--- config.mk ---
export PLATFORM = sky130hd
export DESIGN_NAME = capture_period_speed_meter
export DESIGN_NICKNAME = d
export VERILOG_FILES = /design/src/rtl/core/cpsm_pkg.sv /design/src/rtl/core/cpsm_alu.sv /design/src/rtl/core/cpsm_ring.sv /design/src/rtl/core/capture_period_speed_meter.sv
export SDC_FILE = /design/constraint.sdc
export NUM_CORES = 1
export LEC_CHECK = 0
export BUFFER_PORTS_ARGS = -buffer_cell sky130_fd_sc_hd__buf_2
export CORE_ASPECT_RATIO = 0.8
export CORE_UTILIZATION = 35
export DETAILED_ROUTE_END_ITERATION = 8
export PLACE_DENSITY_LB_ADDON = 0.05
export SLEW_MARGIN = 20
export SYNTH_ARGS = -nofsm -noshare
export SYNTH_HDL_FRONTEND = slang
export SYNTH_SLANG_ARGS = --single-unit
export TNS_END_PERCENT = 10
--- constraint.sdc ---
create_clock -name clk -period 7.7 [get_ports clk]
set_clock_uncertainty 0.2 [all_clocks]
set_input_delay 0 -clock clk [delete_from_list [all_inputs] [get_ports clk]]
set_output_delay 0 -clock clk [all_outputs]
set_load 0.005 [all_outputs]
--- src/rtl/core/cpsm_pkg.sv ---
// shared constants and types for the capture period speed meter
`timescale 1ns / 1ps

package cpsm_pkg;

  localparam int RING_SLOTS = 13;
  localparam int TIMER_BITS = 24;
  localparam int SLOT_W     = $clog2(RING_SLOTS);
  localparam int DATA_W     = 32;
  localparam int ALU_W      = DATA_W + 2;
  localparam int EXT_W      = 7;
  localparam int CNT_W      = $clog2(DATA_W);
  localparam int CAP_W      = 24;

  localparam logic [EXT_W-1:0]  UNIT_MAX    = {EXT_W{1'b1}};
  localparam logic [ALU_W-1:0]  TIMER_UNIT  = ALU_W'(64'd1 << TIMER_BITS);
  localparam logic [DATA_W-1:0] SCALE_RESET = 32'd3000000000;
  localparam logic [EXT_W-1:0]  TMO_RESET   = 7'd2;

  // configuration register indexes
  localparam int CFG_IDX_W = 1;
  localparam logic [CFG_IDX_W-1:0] REG_SPEED_SCALE   = 1'd0;
  localparam logic [CFG_IDX_W-1:0] REG_TIMEOUT_UNITS = 1'd1;

  typedef struct packed {
    logic              clr;
    logic              wr_en;
    logic [SLOT_W-1:0] wr_slot;
    logic [SLOT_W-1:0] rd_slot;
  } ring_ctl_t;

endpackage

--- src/rtl/core/cpsm_alu.sv ---
// shared add / subtract unit, borrow shows in the top bit
`timescale 1ns / 1ps

module cpsm_alu (
  input  logic [cpsm_pkg::ALU_W-1:0] a,
  input  logic [cpsm_pkg::ALU_W-1:0] b,
  input  logic                       sub,
  output logic [cpsm_pkg::ALU_W-1:0] res
);

  logic [cpsm_pkg::ALU_W-1:0] b_eff;

  assign b_eff = sub ? ~b : b;
  assign res   = a + b_eff + cpsm_pkg::ALU_W'(sub);

endmodule

--- src/rtl/core/cpsm_ring.sv ---
// period ring: one write and one read slot per cycle, cleared as a whole
`timescale 1ns / 1ps

module cpsm_ring (
  input  logic                        clk,
  input  logic                        rst_n,
  input  cpsm_pkg::ring_ctl_t         ctl,
  input  logic [cpsm_pkg::DATA_W-1:0] wr_data,
  output logic [cpsm_pkg::DATA_W-1:0] rd_data
);

  logic [cpsm_pkg::DATA_W-1:0] ring_r [cpsm_pkg::RING_SLOTS];

  always_ff @(posedge clk) begin
    if (!rst_n || ctl.clr) begin
      for (int i = 0; i < cpsm_pkg::RING_SLOTS; i++) begin
        ring_r[i] <= '0;
      end
    end else if (ctl.wr_en) begin
      ring_r[ctl.wr_slot] <= wr_data;
    end
  end

  assign rd_data = ring_r[ctl.rd_slot];

endmodule

--- src/rtl/core/capture_period_speed_meter.sv ---
// top level: sequencer around one shared add / subtract unit and the period ring
//
//   channel | dir | group                          | contents
//   in_     | in  | tvalid tready tdata tuser      | capture value; wrap and capture flags
//   out_    | out | tvalid tready tdata tuser      | period sum, speed; window full flag
//   cfg_    | in  | we index wdata                 | speed scale, timeout units
//
// out_tvalid rises after the accepting edge once these steps have run in order:
// wrap, race fix, period, fold compare, fold subtract, ring add, ring drop,
// divide setup, the radix-2 divide that shares the adder, and output; capture
// steps are skipped without a capture, and the divide is skipped while the
// window is not full or the sum is zero.
// in_tready is high only in idle; a result waits in the output register and the
// next beat may be taken meanwhile. rst_n is synchronous and clears the ring.
`timescale 1ns / 1ps

module capture_period_speed_meter (
  input  logic                              clk,
  input  logic                              rst_n,
  input  logic                              in_tvalid,
  output logic                              in_tready,
  input  logic [23:0]                       in_tdata,   // capture_value
  input  logic [1:0]                        in_tuser,   // overflow_event, capture_event
  output logic                              out_tvalid,
  input  logic                              out_tready,
  output logic [63:0]                       out_tdata,  // period_sum, speed_rpm
  output logic [0:0]                        out_tuser,  // window_full
  input  logic                              cfg_we,
  input  logic [cpsm_pkg::CFG_IDX_W-1:0]    cfg_index,
  input  logic [cpsm_pkg::DATA_W-1:0]       cfg_wdata
);

  typedef enum logic [3:0] {
    S_IDLE, S_WRAP, S_RACE, S_PER, S_FCMP, S_FSUB, S_ADD, S_SUB, S_DSET, S_DIV, S_DONE
  } state_t;

  localparam int DW = cpsm_pkg::DATA_W;
  localparam int AW = cpsm_pkg::ALU_W;
  localparam int EW = cpsm_pkg::EXT_W;
  localparam int SW = cpsm_pkg::SLOT_W;
  localparam int TB = cpsm_pkg::TIMER_BITS;

  state_t            state_r, state_nxt;
  logic [DW-1:0]     scale_r;
  logic [EW-1:0]     tmo_r;
  logic              ovf_r, ovf_nxt;
  logic              cev_r, cev_nxt;
  logic [TB-1:0]     cap_r, cap_nxt;
  logic [EW-1:0]     ext_r, ext_nxt;
  logic [TB-1:0]     prev_r, prev_nxt;
  logic              race_r, race_nxt;
  logic [SW-1:0]     slot_r, slot_nxt;
  logic [DW-1:0]     sum_r, sum_nxt;
  logic              full_r, full_nxt;
  logic [DW-1:0]     per_r, per_nxt;
  logic [DW-1:0]     rem_r, rem_nxt;
  logic [DW-1:0]     quo_r, quo_nxt;
  logic [cpsm_pkg::CNT_W-1:0] cnt_r, cnt_nxt;
  logic              ovalid_r, ovalid_nxt;
  logic [63:0]       odata_r, odata_nxt;
  logic              ofull_r, ofull_nxt;

  logic [AW-1:0]     alu_a, alu_b, alu_res;
  logic              alu_sub, borrow;
  logic [EW-1:0]     ext_inc;
  logic [DW:0]       rem_sh;
  logic [DW-1:0]     ring_rd;
  logic [SW-1:0]     slot_adv;
  cpsm_pkg::ring_ctl_t ring_ctl;

  cpsm_alu u_alu (
    .a   (alu_a),
    .b   (alu_b),
    .sub (alu_sub),
    .res (alu_res)
  );

  cpsm_ring u_ring (
    .clk     (clk),
    .rst_n   (rst_n),
    .ctl     (ring_ctl),
    .wr_data (per_r),
    .rd_data (ring_rd)
  );

  assign borrow   = alu_res[AW-1];
  assign rem_sh   = {rem_r, quo_r[DW-1]};
  assign slot_adv = (slot_r == SW'(cpsm_pkg::RING_SLOTS - 1)) ? '0 : slot_r + 1'b1;
  assign ext_inc  = (ext_r < cpsm_pkg::UNIT_MAX && !race_r) ? ext_r + 1'b1 : ext_r;

  // operand selection for the shared unit
  always_comb begin
    alu_a   = '0;
    alu_b   = '0;
    alu_sub = 1'b1;
    case (state_r)
      S_RACE: begin
        alu_a = AW'(cap_r);
        alu_b = AW'(prev_r);
      end
      S_PER: begin
        alu_a = AW'(DW'((DW+TB)'(ext_r) << TB) | DW'(cap_r));
        alu_b = AW'(prev_r);
      end
      S_FCMP: begin
        alu_a = cpsm_pkg::TIMER_UNIT;
        alu_b = AW'(per_r);
      end
      S_FSUB: begin
        alu_a = AW'(per_r);
        alu_b = cpsm_pkg::TIMER_UNIT;
      end
      S_ADD: begin
        alu_a   = AW'(sum_r);
        alu_b   = AW'(per_r);
        alu_sub = 1'b0;
      end
      S_SUB: begin
        alu_a = AW'(sum_r);
        alu_b = AW'(ring_rd);
      end
      S_DIV: begin
        alu_a = AW'(rem_sh);
        alu_b = AW'(sum_r);
      end
      default: begin
        alu_a = '0;
      end
    endcase
  end

  always_comb begin
    state_nxt  = state_r;
    ovf_nxt    = ovf_r;
    cev_nxt    = cev_r;
    cap_nxt    = cap_r;
    ext_nxt    = ext_r;
    prev_nxt   = prev_r;
    race_nxt   = race_r;
    slot_nxt   = slot_r;
    sum_nxt    = sum_r;
    full_nxt   = full_r;
    per_nxt    = per_r;
    rem_nxt    = rem_r;
    quo_nxt    = quo_r;
    cnt_nxt    = cnt_r;
    ovalid_nxt = ovalid_r;
    odata_nxt  = odata_r;
    ofull_nxt  = ofull_r;
    ring_ctl   = '{clr: 1'b0, wr_en: 1'b0, wr_slot: slot_r, rd_slot: slot_r};

    if (ovalid_r && out_tready) begin
      ovalid_nxt = 1'b0;
    end

    case (state_r)
      S_IDLE: begin
        if (in_tvalid) begin
          ovf_nxt   = in_tuser[0];
          cev_nxt   = in_tuser[1];
          cap_nxt   = TB'(in_tdata);
          state_nxt = S_WRAP;
        end
      end
      S_WRAP: begin
        if (ovf_r) begin
          race_nxt = 1'b0;
          if (ext_inc > tmo_r) begin
            ring_ctl.clr = 1'b1;
            slot_nxt     = '0;
            sum_nxt      = '0;
            full_nxt     = 1'b0;
            ext_nxt      = '0;
          end else begin
            ext_nxt = ext_inc;
          end
        end
        state_nxt = cev_r ? S_RACE : S_DSET;
      end
      S_RACE: begin
        // timestamp went backwards with no wrap seen yet
        if (borrow && ext_r == '0) begin
          ext_nxt  = EW'(1);
          race_nxt = 1'b1;
        end
        state_nxt = S_PER;
      end
      S_PER: begin
        per_nxt   = alu_res[DW-1:0];
        state_nxt = S_FCMP;
      end
      S_FCMP: begin
        state_nxt = borrow ? S_FSUB : S_ADD;
      end
      S_FSUB: begin
        per_nxt   = alu_res[DW-1:0];
        state_nxt = S_ADD;
      end
      S_ADD: begin
        sum_nxt        = alu_res[DW-1:0];
        ring_ctl.wr_en = 1'b1;
        slot_nxt       = slot_adv;
        prev_nxt       = cap_r;
        ext_nxt        = '0;
        state_nxt      = S_SUB;
      end
      S_SUB: begin
        // drop the oldest period, now sitting in the new slot
        sum_nxt = alu_res[DW-1:0];
        if (slot_r == '0) begin
          full_nxt = 1'b1;
        end
        state_nxt = S_DSET;
      end
      S_DSET: begin
        rem_nxt = '0;
        cnt_nxt = '0;
        if (full_r && sum_r != '0) begin
          quo_nxt   = scale_r;
          state_nxt = S_DIV;
        end else begin
          quo_nxt   = '0;
          state_nxt = S_DONE;
        end
      end
      S_DIV: begin
        if (!borrow) begin
          rem_nxt = alu_res[DW-1:0];
        end else begin
          rem_nxt = rem_sh[DW-1:0];
        end
        quo_nxt = {quo_r[DW-2:0], ~borrow};
        cnt_nxt = cnt_r + 1'b1;
        if (cnt_r == '1) begin
          state_nxt = S_DONE;
        end
      end
      S_DONE: begin
        if (!ovalid_r || out_tready) begin
          ovalid_nxt = 1'b1;
          odata_nxt  = {quo_r, full_r ? sum_r : '0};
          ofull_nxt  = full_r;
          state_nxt  = S_IDLE;
        end
      end
      default: begin
        state_nxt = S_IDLE;
      end
    endcase
  end

  always_ff @(posedge clk) begin
    if (!rst_n) begin
      state_r  <= S_IDLE;
      scale_r  <= cpsm_pkg::SCALE_RESET;
      tmo_r    <= cpsm_pkg::TMO_RESET;
      ext_r    <= '0;
      prev_r   <= '0;
      race_r   <= 1'b0;
      slot_r   <= '0;
      sum_r    <= '0;
      full_r   <= 1'b0;
      ovalid_r <= 1'b0;
    end else begin
      state_r  <= state_nxt;
      ext_r    <= ext_nxt;
      prev_r   <= prev_nxt;
      race_r   <= race_nxt;
      slot_r   <= slot_nxt;
      sum_r    <= sum_nxt;
      full_r   <= full_nxt;
      ovalid_r <= ovalid_nxt;
      if (cfg_we) begin
        case (cfg_index)
          cpsm_pkg::REG_SPEED_SCALE:   scale_r <= cfg_wdata;
          cpsm_pkg::REG_TIMEOUT_UNITS: tmo_r   <= cfg_wdata[EW-1:0];
          default: begin
          end
        endcase
      end
    end
  end

  // payload registers
  always_ff @(posedge clk) begin
    ovf_r   <= ovf_nxt;
    cev_r   <= cev_nxt;
    cap_r   <= cap_nxt;
    per_r   <= per_nxt;
    rem_r   <= rem_nxt;
    quo_r   <= quo_nxt;
    cnt_r   <= cnt_nxt;
    odata_r <= odata_nxt;
    ofull_r <= ofull_nxt;
  end

  assign in_tready  = (state_r == S_IDLE);
  assign out_tvalid = ovalid_r;
  assign out_tdata  = odata_r;
  assign out_tuser  = ofull_r;

endmodule

[Yosys cells after proc, flatten, opt, wreduce, memory -nomap -nowiden]
Memory sizes are Yosys's and may differ from the RTL's. A register that Yosys moved wholly into a read port is not among the register bits.
Index checks and enable logic that the tools add are counted.
Cells by class
  add/sub/neg operators: 5
  order comparisons: 2
  eq/ne operators: 19
  mux-type cells: 52
  bitwise operators: 4
  reductions and logical operators: 34
Operators by type and width (number)
  $pmux 33 s6: 1
  $pmux 32 s2: 3
  $mux 32: 5
  $pmux 32 s5: 1
  $pmux 4 s11: 1
  $mux 4: 10
  $add 33x34->34: 1
  $add 34x1->34: 1
  $mux 34: 1
  $not 32->34: 1
  $reduce_bool 32->1: 1
  $reduce_or 32->1: 1
  $or 31x24->31: 1
  $mux 7: 4
  $pmux 7 s3: 1
  $mux 1: 19
  $eq 4x3->1 const B: 4
  $eq 4x4->1 const B: 4
  $reduce_and 3->1: 5
  $ne 2x2->1 const B: 7
  $pmux 5 s2: 1
  $reduce_bool 2->1: 5
  $eq 4x2->1 const B: 2
  $logic_not 4->1: 2
  other kinds (19): 34
Storage, ports and cells
  register bits: 305
  memory bits (writable): 416
  input port bits: 64
  output and inout port bits: 67
  word-level logic and storage cells: 137
  memories kept: 1
Memories
  u_ring.ring_r: words 13, bits a word 32, read ports 1, clocked after Yosys merged registers in 1, wr ports 13, RTL line cpsm_ring.sv:12  | logic [cpsm_pkg::DATA_W-1:0] ring_r [cpsm_pkg::RING_SLOTS];

[Longest topological paths before layout]
Gate-level depths: netlist (run 1).
  depth in word-level cells: 12
  mapped depth: 21

[By module]
Synthesis (run 1) repeated with hierarchy kept, for this count alone.
Unflattened totals
  cells, all modules: 2954
  area total of the unflattened synthesis: 37018.0 µm²
Modules (own cells, without submodules)
  cpsm_ring: instances 1, cells each 1383, area each 21470.6 µm²
  capture_period_speed_meter: instances 1, cells each 1261, area each 13349.1 µm²
  cpsm_alu: instances 1, cells each 310, area each 2198.4 µm²

[Least setup slack after synthesis (run 1)]
Ideal clock, no wire load.
  kind: reg2reg
  start: register ext_r[2]
  end: memory u_ring.ring_r[12][0] in the netlist's numbering, enable pin
  library setup time: 0.473 ns
  arrival: 5.616 ns
  required time: 7.027 ns
  path slack: 1.411 ns
  stages on the path, launching flop included: 16
  buffers on the path: 2
  path through: dfxtp_1 -> clkbuf_1 -> and3_1 -> a31oi_1 -> nand4_1 -> xnor2_1 -> ha_1 -> a21o_1 -> a21o_1 -> a221oi_1 -> a41oi_1 -> nand3_1 -> and2_1 -> clkbuf_1 -> nand3_1 -> o21ai_0
RTL lines
  start, declared: RTL line capture_period_speed_meter.sv:49  | logic [EW-1:0] ext_r, ext_nxt;
  start signal, assigned: RTL line capture_period_speed_meter.sv:266  | ext_r <= ext_nxt;
  end, declared: RTL line cpsm_ring.sv:12

==> impl_metrics.env, run 1 <==
export IMPL_ys_flop_type="edfxtp_1"
export IMPL_placed_area_um2=40100
export IMPL_status="completed"
export IMPL_start_util_pct=35.3
export IMPL_fill_cells=9833
export IMPL_critPathKind="flip-flop to flip-flop"
export IMPL_synth_seq_cells=821
export IMPL_grtUsageMet1_pct=34.9
export IMPL_synth_simple_area_share_pct=14.3
export IMPL_synth_compound_area_share_pct=7.00
export IMPL_p_total_mw=13.7
export IMPL_place_ws_ns=1.14
export IMPL_fp_dieH_um=295
export IMPL_instances_no_fill=4507
export IMPL_synth_top_cell_by_area="edfxtp_1"
export IMPL_wl_per_cell_um=27.6
export IMPL_yosysUniqueCellTypes=70
export IMPL_tns_ns=0
export IMPL_p_switching_mw=4.55
export IMPL_clock_power_share_pct=30.2
export IMPL_slew_viol_final=0
export IMPL_ir_drop_v=0.000538
export IMPL_dieArea_um2=108000
export IMPL_clk_latency_ns=0.67
export IMPL_intPower_mw=9.18
export IMPL_p_comb_share_pct=27.9
export IMPL_netlist_instances=2744
export IMPL_avgViaCountPerCell=5.43
export IMPL_worstMarginPinSlew_ns=1.20
export IMPL_grt_max_degree=87
export IMPL_fin_nets=3129
export IMPL_hold_path_class="input pin to flip-flop"
export IMPL_area_delta_synth_final_pct=18.9
export IMPL_power_density_nw_per_um2=308
export IMPL_grt_usage_pct=22.9
export IMPL_antenna_found_initial=7
export IMPL_sw_frac_of_total_pct=33.1
export IMPL_core_area_um2=106000
export IMPL_clk_path_buf_depth=3
export IMPL_h_tree_depth=3
export IMPL_cp_slowest_stage_delay_ns=0.90
export IMPL_crit_arrival_ns=7.07
export IMPL_synth_async_reset_ratio_pct=0
export IMPL_grt_met2_usage_pct=34.1
export IMPL_final_area_um2=44600
export IMPL_period_needed_ns=6.68
export IMPL_drt_iter0_drc=2451
export IMPL_end_kind="flip-flop"
export IMPL_gr_max_usage_layer="met1"
export IMPL_met3_usage_pct=3.56
export IMPL_synth_net_count=2856
export IMPL_dp_cells=4163
export IMPL_synth_top_family_by_area="simple AND/OR/NAND/NOR gates"
export IMPL_cts_buffers=89
export IMPL_synthTopCellsByArea="edfxtp_1 56%, mux4_2 9.4%, and2_1 7.7%"
export IMPL_slew_headroom_pct=19.1
export IMPL_ctsRootBufferMaster="clkbuf_16"
export IMPL_netlist_area_um2=37500
export IMPL_ys_warn_count=0
export IMPL_routed_wl_um=125000
export IMPL_cts_tree="built"
export IMPL_power_leakage_nw=15.9
export IMPL_worst_r2r_path_depth=18
export IMPL_grt_pass1_vias=24655
export IMPL_hold_viol_final=0
export IMPL_fin_crit_sh_pct=86.7
export IMPL_clk_pin_slew_worst_paths_ns=0.06
export IMPL_die_w_um=368
export IMPL_synth_top_area_share_pct=56.4
export IMPL_rsz0062_at_grt="false"
export IMPL_synth_avg_cell_area_um2=13.7
export IMPL_hpwl_um=75500
export IMPL_cts_sinks=821
export IMPL_critPathSlowestCell="dfxtp_4"
export IMPL_regArea_um2=23500
export IMPL_grt_overflow_total=0
export IMPL_globalplace_congestion=0.883
export IMPL_synthMuxAreaShare_pct=10.5
export IMPL_synthAdderAreaFrac_pct=1.62
export IMPL_yosysSeqAreaShare_pct=62.6
export IMPL_route_detailed_drc=0
export IMPL_synthXorXnorAreaFrac_pct=1.64
export IMPL_io_buffer_count=130
export IMPL_start_kind="flip-flop"
export IMPL_dr_pass1_iters=7
export IMPL_rows=107
export IMPL_ant_nets=0
export IMPL_pin_count=131
export IMPL_synth_enable_flop_cells=704
export IMPL_drive_above_1_share_pct=17.5
export IMPL_worstHoldPathCells=4
export IMPL_grt_pass1_wl_um=179000
export IMPL_path_cells="buf_12 -> mux4_2 -> mux4_2 -> nand2_1 -> nand2_1 -> xnor2_1 -> ha_1 -> a21oi_1 -> o21ai_0 -> o2111ai_1 -> a311oi_1 -> a211oi_1 -> o22ai_1 -> nor3_4 -> xnor2_4 -> buf_12 -> o31ai_4 -> mux2i_1"
export IMPL_critical_path_max_fanout=39
export IMPL_multi_input_area_um2=13400
export IMPL_setup_viol=0
export IMPL_setup_ws_ns=1.02
export IMPL_cp_required_ns=8.09
export IMPL_drv_cap=0
export IMPL_power_frac_seq_pct=41.9
export IMPL_num_vias=24488
export IMPL_ctsResizeCount=0
export IMPL_fmax_ghz=0.150
==> cells by family after synthesis <==
group           after synthesis
fa+ha+maj                    48
xor+xnor                     68
buf+inv                     231
flops                       821
compound gates              359
mux                         196
simple gates               1021
==> sequential cells by signal (all words and copies together), names as in the netlist, 4 cells and up, named ones only <==
| name | cells |
|---|---|
| quo_r | 32 |
| u_ring.ring_r | 512 |
| cap_r | 24 |
| out_tdata | 64 |
| tmo_r | 7 |
| rem_r | 32 |
| slot_r | 4 |
| sum_r | 32 |
| scale_r | 32 |
| prev_r | 24 |
| ext_r | 7 |
| per_r | 32 |
| cnt_r | 5 |
| state_r | 4 |
==> layer usage <==
layer	share of wire, %	routed length, um
met1	48	59500
met2	44	54900
met3	6.2	7750
met4	1.9	2370
met5	0	0
==> timing repair <==
action | 4_1_cts | 5_1_grt
hold buffers | 180 | 0
setup buffers | 0 | 0
endpoints found under the hold margin | 124 | 0
==> final timing paths <==
kind | slack (ns) | startpoint | to
worst max-delay path | 1.02 | flip-flop | ext_r[5]$_SDFFE_PN0P_
worst min-delay path | 0.06 | out_tready | out_tvalid$_SDFF_PN0_
worst max register to register | 1.02 | flip-flop | ext_r[5]$_SDFFE_PN0P_
worst min register to register | 0.24 | quo_r[23]$_DFFE_PP_ | out_tdata[55]$_DFFE_PP_
==> power groups by stage <==
stage / logic [mW] / clock network, mW / registers, mW
2_1_floorplan: 2.65 / 0 / 5.61
3_3_place_gp: 3.71 / 0 / 5.84
3_5_place_dp: 3.69 / 0 / 5.84
4_1_cts: 3.78 / 4.26 / 5.76
5_1_grt: 4.10 / 4.41 / 5.81
6_report: 3.83 / 4.15 / 5.76
==> layout make-up <==
type | instances | area share [%]
clock buffers | 127 | 5.57
multi-input cells | 1692 | 30.0
repair buffers | 389 | 7.03
flip-flops and latches | 821 | 52.7
clock inverters | 34 | 0.556
inverters | 24 | 0.202
well taps | 1417 | 3.98
diodes | 3 | 0.0168
==> cells in the mapped netlist (3+ instances only) <==
cell type / instances
o22ai_1: 5
and2_1: 461
nand2_1: 309
edfxtp_1: 704
a222oi_1: 36
a21boi_1: 6
nor2b_1: 20
buf_2: 4
xor2_1: 15
a22o_1: 23
ha_1: 47
nand3_1: 65
o31ai_1: 6
o21bai_1: 4
a21boi_0: 65
xnor2_1: 52
a31oi_1: 7
a22oi_1: 14
dfxtp_1: 117
buf_1: 23
nand2b_1: 18
o21ai_0: 66
a21o_1: 20
mux4_2: 157
nor4_1: 11
a221o_1: 25
a221oi_1: 3
buf_6: 3
and3_1: 10
a211o_1: 4
nor2_1: 86
a21oi_1: 43
o21a_1: 4
nor3_1: 13
inv_1: 23
nand4_1: 12
clkbuf_1: 177
o21ai_1: 8
mux2i_1: 39
==> worst max-delay path, delay by kind of cell (launching register included) <==
kind / cells / cell delay [ns]
adder cells (fa/ha/maj): 1 / 0.43
flip-flops: 1 / 0.90
multiplexers: 3 / 1.32
AO/OA/AOI/OAI: 7 / 2.41
AND/OR/NAND/NOR: 3 / 0.30
XOR/XNOR: 2 / 0.35
buffers and inverters: 2 / 0.59
==> cell usage in the layout, fill, tap and decap left out, types with 10 or more instances in the layout <==
cell           netlist  layout
edfxtp_1           704     704
a22o_1              23      23
inv_1               23      23
buf_2                4     129
a21o_1              20      20
clkinv_2             0      12
nor2b_1             20      19
ha_1                47      47
nor2_1              86      69
nand3_1             65      65
clkinv_1             1      14
and3_1              10      10
o21ai_0             66      56
xnor2_1             52      52
nor2_2               1      11
dlygate4sd3_1        0     180
a222oi_1            36      36
nand2b_1            18      14
a22oi_1             14      14
clkbuf_1           177      29
a221o_1             25      25
xor2_1              15      15
nand2_1            309     308
clkbuf_16            0      91
nor4_1              11      11
a21oi_1             43      43
buf_4                0      73
mux2i_1             39      39
mux4_2             157     157
a21boi_0            65      65
and2_1             461     460
nand4_1             12      12
dfxtp_1            117     112
==> through the flow <==
stage	hold WS (ns)	utilization, %
floorplan	-0.101	-
global placement	-0.0190	37.7
detailed placement	-0.0216	37.7
CTS	0.00372	41.9
global route	0.0345	41.9
finish	0.0554	42.0
Power figures use the tool's default switching activity.
==> inputs of run 2 (changes only) <==
==> constraint.sdc (replaced) <==
create_clock -name clk -period 7.7 [get_ports clk]
set_clock_uncertainty 0.2 [all_clocks]
set_input_delay 1.54 -clock clk [delete_from_list [all_inputs] [get_ports clk]]
set_output_delay 1.54 -clock clk [all_outputs]
set_load 0.005 [all_outputs]
==> impl_metrics.env, run 2 (same netlist as run 1, synthesis figures left out) <==
export IMPL_status="completed"
export IMPL_endpoint="ext_r[5]$_SDFFE_PN0P_"
export IMPL_antenna_found_initial=7
export IMPL_start_util_pct=35.3
export IMPL_drive_above_1_share_pct=18.6
export IMPL_end_kind="flip-flop"
export IMPL_ant_nets=0
export IMPL_layout_commonest_cell="edfxtp_1"
export IMPL_crit_arrival_ns=7.10
export IMPL_dr_pass1_iters=8
export IMPL_grtUsageMet1_pct=34.9
export IMPL_critPathKind="flip-flop to flip-flop"
export IMPL_met3_usage_pct=3.59
export IMPL_grt_usage_pct=22.6
export IMPL_r2r_setup_slack_ns=1.0
export IMPL_clk_pin_slew_worst_paths_ns=0.06
export IMPL_grt_met2_usage_pct=33.2
export IMPL_post_cts_buffers=0
export IMPL_clock_power_share_pct=30.3
export IMPL_start_kind="flip-flop"
export IMPL_drv_cap=0
export IMPL_fill_cells=9953
export IMPL_avgViaCountPerCell=5.48
export IMPL_most_common_layout_cells="704 x edfxtp_1, 460 x and2_1, 308 x nand2_1, 157 x mux4_2, 129 x buf_2"
export IMPL_hold_viol_final=0
export IMPL_grt_max_degree=87
export IMPL_drt_iter0_drc=2495
export IMPL_power_density_nw_per_um2=320
export IMPL_worstReg2RegEnd="ext_r[5]$_SDFFE_PN0P_"
export IMPL_gr_max_usage_layer="met1"
export IMPL_fin_crit_sh_pct=87.1
export IMPL_final_area_um2=42800
export IMPL_holdBufCountCts=0
export IMPL_p_comb_share_pct=27.6
export IMPL_fp_dieH_um=295
export IMPL_sw_frac_of_total_pct=33.3
export IMPL_h_tree_depth=3
export IMPL_cts_tree="built"
export IMPL_clk_path_buf_depth=3
export IMPL_critical_path_max_fanout=30
export IMPL_grt_overflow_total=0
export IMPL_wl_per_cell_um=28.4
export IMPL_clk_latency_ns=0.67
export IMPL_pin_count=131
export IMPL_fin_nets=2949
export IMPL_ctsRootBufferMaster="clkbuf_16"
export IMPL_rsz0062_at_grt="false"
export IMPL_top_register="u_ring.ring_r"
export IMPL_globalplace_congestion=0.883
export IMPL_placed_area_um2=40100
export IMPL_cts_buffers=89
export IMPL_cp_required_ns=8.09
export IMPL_hpwl_um=75500
export IMPL_power_leakage_nw=15.2
export IMPL_cp_startpoint="state_r[2]$_SDFFE_PN0P_"
export IMPL_route_detailed_drc=0
export IMPL_tns_ns=0
export IMPL_setup_viol=0
export IMPL_cts_sinks=821
export IMPL_intPower_mw=9.13
export IMPL_fmax_ghz=0.149
export IMPL_ir_drop_v=0.000544
export IMPL_period_needed_ns=6.70
export IMPL_power_frac_seq_pct=42.1
export IMPL_timing_rr_start="state_r[2]$_SDFFE_PN0P_"
export IMPL_die_w_um=368
export IMPL_ctsResizeCount=0
export IMPL_p_switching_mw=4.55
export IMPL_io_buffer_count=130
export IMPL_dieArea_um2=108000
export IMPL_slew_viol_final=0
export IMPL_grt_pass1_vias=23884
export IMPL_hold_path_class="flip-flop to flip-flop"
export IMPL_rows=107
export IMPL_grt_pass1_wl_um=176000
export IMPL_core_area_um2=106000
export IMPL_slew_headroom_pct=16.1
export IMPL_num_vias=23717
export IMPL_worst_r2r_path_depth=18
export IMPL_largest_reg_flops=512
export IMPL_area_delta_synth_final_pct=14.1
export IMPL_routed_wl_um=123000
export IMPL_worstMarginPinSlew_ns=1.25
[run 2: area by class of cell]
type                            count  area [um2]  area share [%]
Sequential cell                   821       23500            54.9
Multi-Input combinational cell   1692       13400            31.2
Clock buffer                      127        2480            5.80
Tap cell                         1417        1770            4.14
Timing Repair Buffer              209        1330            3.12
Clock inverter                     34         248           0.579
Inverter                           24        90.1           0.211
Antenna cell                        3        7.51          0.0175
[run 2: how the worst min path moves through the flow]
stage                              endpoint  depth (start not counted)                start  slack (ns)
floorplan           out_tdata[32]$_DFFE_PP_                          0   quo_r[0]$_DFFE_PP_        0.23
global placement    out_tdata[56]$_DFFE_PP_                          0  quo_r[24]$_DFFE_PP_        0.23
detailed placement  out_tdata[48]$_DFFE_PP_                          0  quo_r[16]$_DFFE_PP_        0.23
CTS                 out_tdata[55]$_DFFE_PP_                          0  quo_r[23]$_DFFE_PP_        0.25
global route        out_tdata[37]$_DFFE_PP_                          0   quo_r[5]$_DFFE_PP_        0.25
finish              out_tdata[41]$_DFFE_PP_                          0   quo_r[9]$_DFFE_PP_        0.24
[run 2: routing by layer]
metal	wire, um	vias to the layer above
li1	-	10371
met1	59400	12448
met2	53900	775
met3	7420	123
met4	2270	0
met5	0	-
[run 2: power by group through the flow]
stage                     Clock (mW)  Sequential, mW  Combinational (mW)
after floorplan                    0            5.61                2.65
after global placement             0            5.84                3.71
after detailed placement           0            5.84                3.69
after CTS                       4.26            5.76                3.72
after global routing            4.41            5.81                4.02
final                           4.15            5.75                3.78
[run 2: per-stage QoR]
step           utilization [%]  worst slack [ns]  hold slack (ns)  instances  total power [mW]
2_1_floorplan                -             0.915            0.226       2744              8.26
3_5_place_dp              37.7              1.14            0.234       4163              9.54
3_3_place_gp              37.7              1.28            0.230       4163              9.55
4_1_cts                   40.3              1.11            0.246       4324              13.7
6_report                  40.3             0.996            0.239       4327              13.7
5_1_grt                   40.3             0.732            0.254       4324              14.2
[run 2: critical path: stages (launching register included)]
cell and delay (ns):
dfxtp_1 0.73, nand2b_1 0.36, nor2_2 0.83, buf_4 0.43
a222oi_1 0.11, nand2_1 0.14, xnor2_1 0.08, ha_1 0.43
a21oi_1 0.20, o21ai_0 0.18, o2111ai_1 0.12, a311oi_1 0.81
a211oi_1 0.25, o22ai_1 0.36, nor3_4 0.13, xnor2_4 0.21
buf_12 0.23, o31ai_4 0.53, mux2i_1 0.25
==> inputs of run 3 (changes only) <==
--- a/config.mk
+++ b/config.mk
@@ -5,6 +5,7 @@
 export SDC_FILE = /design/constraint.sdc
 export NUM_CORES = 1
 export LEC_CHECK = 0
+export ABC_CLOCK_PERIOD_IN_PS = 7500
 export BUFFER_PORTS_ARGS = -buffer_cell sky130_fd_sc_hd__buf_2
 export CORE_ASPECT_RATIO = 0.8
 export CORE_UTILIZATION = 35
==> constraint.sdc (replaced) <==
create_clock -name clk -period 7.5 [get_ports clk]
set_clock_uncertainty 0.2 [all_clocks]
set_input_delay 1.5 -clock clk [delete_from_list [all_inputs] [get_ports clk]]
set_output_delay 1.5 -clock clk [all_outputs]
set_load 0.005 [all_outputs]
==> impl_metrics.env, run 3 (same netlist as run 1, synthesis figures left out) <==
export IMPL_routed_wl_um=124000
export IMPL_regArea_um2=23500
export IMPL_largest_reg_flops=512
export IMPL_drv_cap=0
export IMPL_fp_dieH_um=295
export IMPL_critPathKind="flip-flop to flip-flop"
export IMPL_worst_r2r_path_depth=18
export IMPL_end_kind="flip-flop"
export IMPL_tns_ns=0
export IMPL_p_switching_mw=4.72
export IMPL_period_needed_ns=7.14
export IMPL_intPower_mw=9.44
export IMPL_holdBufCountCts=0
export IMPL_r2r_setup_slack_ns=0.36
export IMPL_num_vias=23697
export IMPL_slew_headroom_pct=9.68
export IMPL_critical_path_max_fanout=41
export IMPL_power_frac_seq_pct=41.8
export IMPL_pin_count=131
export IMPL_power_density_nw_per_um2=330
export IMPL_ctsResizeCount=0
export IMPL_slew_viol_final=0
export IMPL_p_comb_share_pct=27.3
export IMPL_start_util_pct=35.3
export IMPL_core_area_um2=106000
export IMPL_grt_usage_pct=22.8
export IMPL_worstMarginPinSlew_ns=1.34
export IMPL_cp_slowest_stage_delay_ns=0.96
export IMPL_antenna_found_initial=6
export IMPL_drt_iter0_drc=2609
export IMPL_grt_overflow_total=0
export IMPL_clk_latency_ns=0.68
export IMPL_post_cts_buffers=0
export IMPL_grt_pass1_wl_um=177000
export IMPL_status="completed"
export IMPL_grt_pass1_vias=23824
export IMPL_placed_area_um2=40100
export IMPL_dr_pass1_iters=6
export IMPL_sw_frac_of_total_pct=33.3
export IMPL_rows=107
export IMPL_start_kind="flip-flop"
export IMPL_ir_drop_v=0.000317
export IMPL_route_detailed_drc=0
export IMPL_io_buffer_count=130
export IMPL_power_leakage_nw=15.2
export IMPL_most_common_layout_cells="704 x edfxtp_1, 460 x and2_1, 308 x nand2_1, 157 x mux4_2, 129 x buf_2"
export IMPL_drive_above_1_share_pct=19.0
export IMPL_fmax_ghz=0.140
export IMPL_cts_buffers=90
export IMPL_final_area_um2=42900
export IMPL_ant_nets=0
export IMPL_clk_pin_slew_worst_paths_ns=0.06
export IMPL_setup_viol=0
export IMPL_multi_input_area_um2=13400
export IMPL_fin_crit_sh_pct=95.1
export IMPL_area_delta_synth_final_pct=14.5
export IMPL_die_w_um=368
export IMPL_cp_required_ns=7.70
export IMPL_endpoint="rem_r[16]$_SDFFCE_PN0P_"
export IMPL_cts_sinks=821
export IMPL_top_register="u_ring.ring_r"
export IMPL_hpwl_um=76400
export IMPL_clock_power_share_pct=30.9
export IMPL_hold_path_class="flip-flop to flip-flop"
export IMPL_cts_tree="built"
export IMPL_layout_commonest_cell="edfxtp_1"
export IMPL_worstReg2RegEnd="rem_r[16]$_SDFFCE_PN0P_"
export IMPL_dieArea_um2=108000
export IMPL_h_tree_depth=3
export IMPL_critPathSlowestCell="dfxtp_4"
export IMPL_rsz0062_at_grt="false"
export IMPL_crit_arrival_ns=7.34
export IMPL_hold_viol_final=0
export IMPL_final_core_util_pct=40.4
export IMPL_clk_path_buf_depth=3
export IMPL_path_cells="buf_12 -> mux4_2 -> mux4_2 -> nand2_1 -> nand2_1 -> xnor2_1 -> ha_1 -> inv_1 -> o21ai_0 -> o2111ai_1 -> a311oi_1 -> a211oi_1 -> o22ai_1 -> nor3_4 -> xnor2_4 -> buf_4 -> mux2i_1 -> nor2_1"
export IMPL_wl_per_cell_um=28.5
export IMPL_ctsRootBufferMaster="clkbuf_16"
export IMPL_grt_max_degree=97
export IMPL_globalplace_congestion=0.952
export IMPL_fill_cells=9935
export IMPL_fin_nets=2952
export IMPL_avgViaCountPerCell=5.47
run 3: worst max-delay path, delay by kind of cell (launching register included):
family,cells,cell delay (ns)
XOR/XNOR,2,0.78
AO/OA/AOI/OAI,5,1.87
AND/OR/NAND/NOR,4,0.36
multiplexers,3,1.30
adder cells (fa/ha/maj),1,0.46
flip-flops,1,0.96
buffers and inverters,3,0.81
run 3: how the worst min path moves through the flow:
stage	endpoint	cells after the start	from
6_report	out_tdata[50]$_DFFE_PP_	0	quo_r[18]$_DFFE_PP_
5_1_grt	out_tdata[50]$_DFFE_PP_	0	quo_r[18]$_DFFE_PP_
4_1_cts	out_tdata[50]$_DFFE_PP_	0	quo_r[18]$_DFFE_PP_
3_5_place_dp	out_tdata[38]$_DFFE_PP_	0	quo_r[6]$_DFFE_PP_
3_3_place_gp	out_tdata[45]$_DFFE_PP_	0	quo_r[13]$_DFFE_PP_
2_1_floorplan	out_tdata[32]$_DFFE_PP_	0	quo_r[0]$_DFFE_PP_
run 3: metal layers:
metal	vias up	global-route usage (%)	routed length, um
li1	10399	-	-
met1	12286	34.2	58400
met2	829	33.3	53300
met3	183	4.68	8840
met4	0	5.83	3010
met5	-	0	0
run 3: layout make-up:
cell class,count,area share [%]
Multi-Input combinational cell,1692,31.1
Timing Repair Buffer,211,3.17
Clock buffer,119,5.67
Inverter,24,0.210
Tap cell,1417,4.13
Sequential cell,821,54.7
Antenna cell,8,0.0466
Clock inverter,44,0.886
run 3: power by group through the flow:
| stage | Combinational [mW] | Clock (mW) | Sequential, mW |
|---|---|---|---|
| finish | 3.86 | 4.38 | 5.92 |
| global route | 4.09 | 4.64 | 5.97 |
| CTS | 3.79 | 4.47 | 5.92 |
| detailed placement | 3.76 | 0 | 6.01 |
| global placement | 3.76 | 0 | 6.00 |
| floorplan | 2.72 | 0 | 5.76 |
run 3: per-stage QoR:
stage                     setup WS, ns  power (mW)  hold slack (ns)  std cells
final                            0.364        14.2            0.248       4336
after global routing           0.00861        14.7            0.252       4328
after detailed placement         0.551        9.77            0.237       4165
after global placement           0.674        9.76            0.231       4165
after CTS                        0.545        14.2            0.246       4328
after floorplan                  0.755        8.48            0.226       2744
